--- config.mk ---
export PLATFORM = sky130hd
export DESIGN_NAME = bedm_cell
export DESIGN_NICKNAME = d
export VERILOG_FILES = /design/src/rtl/core/bedm_pkg.sv /design/src/rtl/core/bedm_cell.sv
export VERILOG_INCLUDE_DIRS = /design/src /design/src/rtl/core
export SDC_FILE = /design/constraint.sdc
export NUM_CORES = 1
export LEC_CHECK = 0
export BUFFER_PORTS_ARGS = -buffer_cell sky130_fd_sc_hd__buf_4
export CORE_ASPECT_RATIO = 1.2
export CORE_MARGIN = 3
export CORE_UTILIZATION = 40
export DETAILED_ROUTE_END_ITERATION = 6
export PLACE_DENSITY = 0.82
export SYNTH_ARGS = -nofsm -noshare
export SYNTH_HDL_FRONTEND = slang
export SYNTH_SLANG_ARGS = --single-unit
--- constraint.sdc ---
create_clock -name clk -period 12.9 [get_ports clk]
set_input_delay 2.58 -clock clk [delete_from_list [all_inputs] [get_ports clk]]
set_output_delay 2.58 -clock clk [all_outputs]
set_load 0.02 [all_outputs]
--- src/rtl/core/assert_macros.svh ---
// ---------------------------------------------------------------------------
// Assertion macros
// Shared concurrent assertion forms for the RTL in this folder.
// ---------------------------------------------------------------------------
`ifndef ASSERT_MACROS_SVH
`define ASSERT_MACROS_SVH

// Check a property on every rising edge while reset is released.
`define ASSERT_ON(label, clk, rst_n, prop) \
	label: assert property (@(posedge clk) disable iff (!rst_n) prop) \
		else $error("assertion failed");

// Check a property on every rising edge, reset included.
`define ASSERT_ALWAYS(label, clk, prop) \
	label: assert property (@(posedge clk) prop) \
		else $error("assertion failed");

`endif

--- src/rtl/core/bedm_pkg.sv ---
// ---------------------------------------------------------------------------
// bedm_pkg
// Types, codes and helpers shared by the bounded edit distance matcher.
// ---------------------------------------------------------------------------
`default_nettype none

package bedm_pkg;

	localparam int CHAR_BITS     = 21;
	localparam int DIST_BITS     = 4;
	localparam int SLOT_BITS     = 5;
	localparam int OP_BITS       = 2;
	localparam int MAXD_BITS     = 3;
	localparam int QLEN_BITS     = 6;
	localparam int CFG_IDX_BITS  = 2;
	localparam int CFG_DATA_BITS = 6;
	localparam int OUT_DIST_BITS = 4;

	// max_distance after reset is 1, so the row cap after reset is 2
	localparam logic [MAXD_BITS-1:0] MAXD_RESET = 3'd1;
	localparam int                   RESET_CAP  = 2;

	typedef logic [CHAR_BITS-1:0] char_t;
	typedef logic [DIST_BITS-1:0] dist_t;

	typedef enum logic [OP_BITS-1:0] {
		OP_LOAD    = 2'd0,
		OP_RESTART = 2'd1,
		OP_FEED    = 2'd2
	} op_t;

	typedef enum logic [CFG_IDX_BITS-1:0] {
		CFG_MAX_DISTANCE       = 2'd0,
		CFG_TRANSPOSITION_MODE = 2'd1,
		CFG_QUERY_LENGTH       = 2'd2
	} cfg_idx_t;

	typedef struct packed {
		logic [OP_BITS-1:0]   operation;
		logic [SLOT_BITS-1:0] slot;
		logic [CHAR_BITS-1:0] char_code;
	} req_t;

	typedef struct packed {
		logic                     is_match;
		logic                     can_match;
		logic [OUT_DIST_BITS-1:0] distance;
	} rsp_t;

	// per-item controls broadcast to every cell for the whole wave
	typedef struct packed {
		op_t                  op;
		logic [SLOT_BITS-1:0] slot;
		char_t                ch;
		char_t                prev_ch;
		logic                 prev_ch_valid;
		logic                 trans;
		logic [MAXD_BITS-1:0] max_dist;
		dist_t                cap;
		logic                 dead;
	} ctl_t;

	// data handed from one cell to its right neighbor
	typedef struct packed {
		logic  valid;
		dist_t next;   // new entry of the sending cell
		dist_t cur;    // old entry of the sending cell
		dist_t prev;   // old previous-row entry of the sending cell
		dist_t lprev;  // old previous-row entry one more to the left
		char_t qch;    // query character held by the sending cell
		logic  any;    // some entry so far within max_distance
		dist_t fin;    // capped entry at the query length
	} tok_t;

	function automatic dist_t dmin(input dist_t a, input dist_t b);
		return (a < b) ? a : b;
	endfunction

endpackage

`default_nettype wire

--- src/rtl/core/bedm_cell.sv ---
// ---------------------------------------------------------------------------
// bedm_cell
// One column of the distance row: holds its entries and query character,
// updates them when the wave passes and hands the result to the right.
// ---------------------------------------------------------------------------
`default_nettype none
`include "assert_macros.svh"

module bedm_cell
	import bedm_pkg::*;
#(
	parameter int IDX   = 0,
	parameter int LEN_W = 6
) (
	input  logic             clk,
	input  logic             arst_n,
	input  ctl_t             ctl,
	input  logic [LEN_W-1:0] len,
	input  tok_t             tok_in,
	output tok_t             tok_out
);

	localparam logic [LEN_W-1:0] IDX_L    = LEN_W'(IDX);
	localparam dist_t            RST_CUR  = dist_t'((IDX < RESET_CAP) ? IDX : RESET_CAP);
	localparam dist_t            RST_PREV = dist_t'(RESET_CAP);

	dist_t cur_q;
	dist_t prev_q;
	char_t q_q;
	tok_t  tok_q;

	logic [DIST_BITS:0] up_w;
	logic [DIST_BITS:0] diag_w;
	logic [DIST_BITS:0] left_w;
	logic [DIST_BITS:0] swap_w;
	logic [DIST_BITS:0] best_w;
	logic               swap_ok;
	logic               in_len;
	logic               load_hit;
	dist_t              nxt;
	dist_t              rst_val;
	dist_t              cur_new;
	dist_t              prev_new;

	assign in_len   = (IDX_L <= len);
	assign load_hit = (IDX > 0) && (int'(ctl.slot) == IDX - 1);
	assign rst_val  = (int'(ctl.cap) > IDX) ? dist_t'(IDX) : ctl.cap;

	always_comb begin
		up_w    = {1'b0, dmin(cur_q, ctl.cap)} + (DIST_BITS+1)'(1);
		diag_w  = {1'b0, dmin(tok_in.cur, ctl.cap)} + {{DIST_BITS{1'b0}}, (q_q != ctl.ch)};
		left_w  = {1'b0, tok_in.next} + (DIST_BITS+1)'(1);
		swap_w  = {1'b0, dmin(tok_in.lprev, ctl.cap)} + (DIST_BITS+1)'(1);
		swap_ok = ctl.trans && ctl.prev_ch_valid && (IDX > 1) &&
			(tok_in.qch == ctl.ch) && (q_q == ctl.prev_ch);
		if (IDX == 0) begin
			best_w = up_w;
		end else begin
			best_w = (diag_w < up_w) ? diag_w : up_w;
			if (left_w < best_w) begin
				best_w = left_w;
			end
			if (swap_ok && (swap_w < best_w)) begin
				best_w = swap_w;
			end
		end
		nxt = (best_w > {1'b0, ctl.cap}) ? ctl.cap : best_w[DIST_BITS-1:0];
	end

	always_comb begin
		cur_new  = cur_q;
		prev_new = prev_q;
		case (ctl.op)
			OP_RESTART: begin
				cur_new  = rst_val;
				prev_new = ctl.cap;
			end
			OP_FEED: begin
				if (!ctl.dead) begin
					cur_new  = in_len ? nxt : ctl.cap;
					prev_new = cur_q;
				end
			end
			default: begin
				cur_new  = cur_q;
				prev_new = prev_q;
			end
		endcase
	end

	always_ff @(posedge clk or negedge arst_n) begin
		if (!arst_n) begin
			cur_q  <= RST_CUR;
			prev_q <= RST_PREV;
			tok_q  <= '0;
		end else begin
			tok_q.valid <= tok_in.valid;
			if (tok_in.valid) begin
				cur_q  <= cur_new;
				prev_q <= prev_new;
				tok_q.next  <= cur_new;
				tok_q.cur   <= cur_q;
				tok_q.prev  <= prev_q;
				tok_q.lprev <= tok_in.prev;
				tok_q.qch   <= (IDX == 0) ? '0 : q_q;
				tok_q.any   <= tok_in.any || (in_len && (cur_new <= dist_t'(ctl.max_dist)));
				tok_q.fin   <= (IDX_L == len) ? dmin(cur_new, ctl.cap) : tok_in.fin;
			end
		end
	end

	// query character store, undefined until loaded
	always_ff @(posedge clk) begin
		if (tok_in.valid && (ctl.op == OP_LOAD) && load_hit) begin
			q_q <= ctl.ch;
		end
	end

	assign tok_out = tok_q;

	`ASSERT_ON(a_row_hold, clk, arst_n, !tok_in.valid |=> $stable(cur_q))

endmodule

`default_nettype wire

## Word level (Yosys, flattened, before mapping)

Index checks and enable logic that the tools add are counted.
W data, S select, Z words.

| cells by class | value |
|---|---|
| add/sub/neg operators | 1 |
| multipliers | 0 |
| divide/modulo/power cells | 0 |
| magnitude comparators | 6 |
| equal/unequal tests | 3 |
| shifts and indexed selects | 0 |
| multiplexer cells | 10 |
| bitwise gates (word level) | 0 |
| reduce and logical (&&, ||, !) cells | 5 |

Operators with widths:

| cell | number |
|---|---|
| $mux W4 | 8 |
| $pmux W4 S2 | 2 |
| $lt A4 B4 Y1 | 2 |
| $le A1 B6 Y1 const A | 1 |
| $logic_not A6 Y1 | 1 |
| $add A4 B1 Y5 const B | 1 |
| $gt A5 B4 Y1 | 1 |
| $gt A4 B1 Y1 const B | 1 |
| $le A4 B3 Y1 | 1 |
| $reduce_and A3 Y1 | 1 |
| $eq A2 B1 Y1 const B | 1 |
| $eq A2 B2 Y1 const B | 1 |
| $ne A2 B2 Y1 const B | 1 |
| $reduce_bool A2 Y1 | 1 |
| $logic_and A1 B1 Y1 | 1 |
| $logic_or A1 B1 Y1 | 1 |

| storage, ports and cells | value |
|---|---|
| flip-flop bits (word level) | 26 |
| latch bits | 0 |
| RAM bits | 0 |
| ROM bits | 0 |
| output and inout bits | 43 |
| logic and storage cells | 33 |
| memories kept | 0 |

## Longest topological paths before layout

| logic depth | value |
|---|---|
| depth after elaboration | 11 |
| mapped depth | 25 |
| gate-level depth less buffers | 24 |

## Least setup slack after synthesis

No wires, ideal clock.

| timing | value |
|---|---|
| kind | input port to flip-flop |
| from | input port ctl[4] (netlist name) |
| to | register tok_q (netlist bit tok_out[2]) |
| setup time | 0.129 ns |
| arrival time | 6.730 ns |
| data required time | 12.771 ns |
| slack | 6.041 ns |
| stages | 21 |
| path buffers | 1 |
| path through | inv_1 ha_1 o21ai_0 and2b_1 nor2_2 mux2_2 ha_1 nand2b_1 a22oi_1 or2_2 ha_1 and4_1 a21o_1 and3_1 buf_4 a311o_1 ha_1 a21oi_1 a32o_1 mux2i_1 o21ai_0 |

| between the ends | value |
|---|---|
| longest elaborated chain between the ends | 11 |

RTL lines:

| item | line | RTL |
|---|---|---|
| start, declared | bedm_cell.sv:17 | `input ctl_t ctl,` |
| $lt A4 B4 Y1 | bedm_pkg.sv:76 | `return (a < b) ? a : b;` |
| $mux W4 | bedm_pkg.sv:76 |  |
| $add A4 B1 Y5 | bedm_cell.sv:50 | `up_w = {1'b0, dmin(cur_q, ctl.cap)} + (DIST_BITS+1)'(1);` |
| $gt A5 B4 Y1 | bedm_cell.sv:67 | `nxt = (best_w > {1'b0, ctl.cap}) ? ctl.cap : best_w[DIST_BITS-1:0];` |
| $mux W4 | bedm_cell.sv:67 |  |
| $mux W4 | bedm_cell.sv:80 | `cur_new = in_len ? nxt : ctl.cap;` |
| $mux W4 | bedm_cell.sv:79 | `if (!ctl.dead) begin` |
| $pmux W4 S2 (*) | bedm_cell.sv:73 | `case (ctl.op)` |
| via cur_new[3] | bedm_cell.sv:42 | `dist_t cur_new;` |
| $lt A4 B4 Y1 (*) | bedm_pkg.sv:76 |  |
| $mux W4 (*) | bedm_pkg.sv:76 |  |
| $mux W4 (*) | bedm_cell.sv:107 | `tok_q.fin <= (IDX_L == len) ? dmin(cur_new, ctl.cap) : tok_in.fin;` |
| end, declared | bedm_cell.sv:30 | `tok_t tok_q;` |

The timed path passes the listed nets; every way through them passes the cells marked *.
A chain may end at the register's enable or synchronous reset.

## Worst setup path after layout

| timing | value |
|---|---|
| from | input port ctl[3] (netlist name) |
| to | register tok_q (netlist bit tok_out[2]) |

Same word-level chain as after synthesis.

==> run metrics <==
row count=27; Place WS=5.37 ns; total power=0.296 mW; Reg2Reg Capture Point=tok_out[2]; IO Count=153; placed cells=317; VDD IR max=0.0528 mV; worst r2r src=cur_q[2]; GP Congestion=0.898; Worst-path clk slew=0.09 ns; leak pwr=1.21 nW; total CTS buffers=3; Die Ht=83.5 um; n_diodes=0; Post-synth ARST share=100%; Total GRT Usage=15.4%; largest net degree at the start of global routing=33; CTS sink cnt=26; gate count of the mapped netlist=217; Netlist Area Pre-Place=2000 um2; vias in the first global route=1696; TritonCTS clock tree=built; H-tree levels=1; setup TNS=0 ns; worst hold endpoint=prev_q[3]; DRT iter0 DRCs=84; post-synth top area share=31.3%; Synth area leader=dfrtp_1; setup ws final=5.54 ns; Hold Buf Count CTS=0; Bufs on Longest Clock Path=2; antenna violations before repair=0; hold path cells=2; Yosys warning count=0; antenna viol nets, final=0; Reg2Reg Depth=20; Syn-to-layout area delta=20.1%; Critical Path Fanout Max=7; worst reg2reg setup slack=7.55 ns; fin nets=390; Hold Vio Cnt, Final=0; Via Count=1678; Avg Synthesized Cell Area=9.22 um2; Most Crowded Layer GR=met2; Max Cap Viol=0; fin crit share=57.0%; Max Slew Vio Count=0; Final setup viols=0; hold_sp=prev_q[3]; worst hold slack=0.489 ns; Post-DP HPWL=3480 um; most common cell after layout, fill and taps aside=buf_4; post-place instance area=2330 um2; WL/cell=13.7 um; CP endpoint kind=flop; prevailing post-synth register cell=dfrtp_1; Setup CP Type=in2reg; final instance area=2400 um2; Max Fclk=0.136 GHz; most frequent cells in the layout=buf_4 (49), dfrtp_1 (25), o21ai_0 (23); final WL=4390 um; DR vias/cell=5.23; Hold Path Class=reg2reg; Yosys cell types=43; synthesis-stage register bit count=26; port bufs=49; Worst setup SP type=primary input; Initial Utilization=42.6%; worst skew pair latency=0.26 ns; GR Util met3=1.69%; Worst setup startpoint=ctl[3]; Post-route DRC=0; Post-CTS Setup Bufs=0; CP Data Required Time=13.03 ns; DIE WIDTH=70.6 um; status=finished, final reports clean; Die Footprint=5890 um2; Pwr Density=123 nW/um2; Period minus WS final=7.36 ns; drt first pass iters=4; critical path arrival=7.49 ns; core area=4700 um2; Layout Utilization=51.2%; PostCTS Resize Cnt=0; GR Util met1=18.5%; number of flops mapped to enable cells by yosys=0; share of layout cells above drive strength 1=28.5%; RSZ-0062 raised after global routing=no; Non-Filler Instances=321; Layout fillers=439; first-pass GRT wire length=7660 um; M2 GR Usage=27.8%; top post-synthesis cells by area=dfrtp_1 (31%), ha_1 (10%), mux2_2 (9.0%); grt ovf=0; clock skew=0.00216 ns; sequential share of the synthesized area=32.6%; Root Buffer Master=clkbuf_8
==> power by group <==
part | internal (mW) | switching [mW] | leakage (nW)
Clock | 0.0414 | 0.0237 | 0.0357
Combinational | 0.0545 | 0.0693 | 0.853
Sequential | 0.0949 | 0.0121 | 0.321
Total | 0.191 | 0.105 | 1.21
==> kinds of logic after synthesis <==
group                      share of synthesized area, %
DFF                                                32.6
adders and majority gates                          10.0
xor gates and xnor gates                          0.438
buffers and inverters                              11.1
and+or+nand+nor                                    14.3
other                                             0.187
muxes                                              15.5
AOI/OAI and AO/OA                                  15.9
==> how the worst max path moves through the flow <==
stage | end | slack [ns] | cells past startpoint
after floorplan | tok_out[2] | 6.04 | 21
after global placement | tok_out[2] | 5.46 | 22
after detailed placement | tok_out[2] | 5.37 | 22
after CTS | tok_out[2] | 5.55 | 22
after global routing | tok_out[2] | 5.05 | 22
final | tok_out[2] | 5.54 | 22
==> cell type report <==
type	count	area, um2	share of cell area, %
Clock inverter	1	30.0	1.25
Multi-Input combinational cell	174	1200	50.0
Sequential cell	26	652	27.1
Clock buffer	3	41.3	1.72
Tap cell	58	72.6	3.02
Inverter	10	37.5	1.56
Timing Repair Buffer	49	368	15.3
==> state kept, by name, summed over array words and instances (netlist names) <==
signal / cells
tok_out: 18
prev_q: 4
cur_q: 4
==> worst max-delay path: stages <==
cell and delay, ns:
buf_4 0.14, inv_1 0.16, ha_1 0.22, o21ai_0 0.12, and2b_1 0.21, nor2_2 0.23
mux2_2 0.37, ha_1 0.26, nand2b_1 0.10, a22oi_1 0.07, or2_2 0.32, ha_1 0.29
and4_1 0.21, a21o_1 0.15, and3_1 0.30, nor2_1 0.10, a311o_1 0.38, ha_1 0.32
a21oi_1 0.29, a32o_1 0.28, mux2i_1 0.27, o21ai_0 0.12
==> cell usage after synthesis (all sizes together) (2+ instances only) <==
| master | n |
|---|---|
| a211oi | 2 |
| a21o | 2 |
| a21oi | 6 |
| a31oi | 4 |
| and2 | 2 |
| and3 | 2 |
| buf | 25 |
| clkbuf | 2 |
| dfrtp | 25 |
| ha | 16 |
| inv | 10 |
| mux2 | 16 |
| mux2i | 13 |
| nand2 | 21 |
| nand2b | 6 |
| nand3 | 6 |
| nor2 | 7 |
| nor2b | 6 |
| o211ai | 3 |
| o21a | 2 |
| o21ai | 25 |
| o22ai | 2 |
==> metal layers <==
metal / part of all wire (%) / vias up
li1: - / 826
met1: 41 / 770
met5: 0 / -
met3: 7.1 / 6
met4: 1.5 / 0
met2: 51 / 76
Power figures use the tool's default switching activity.
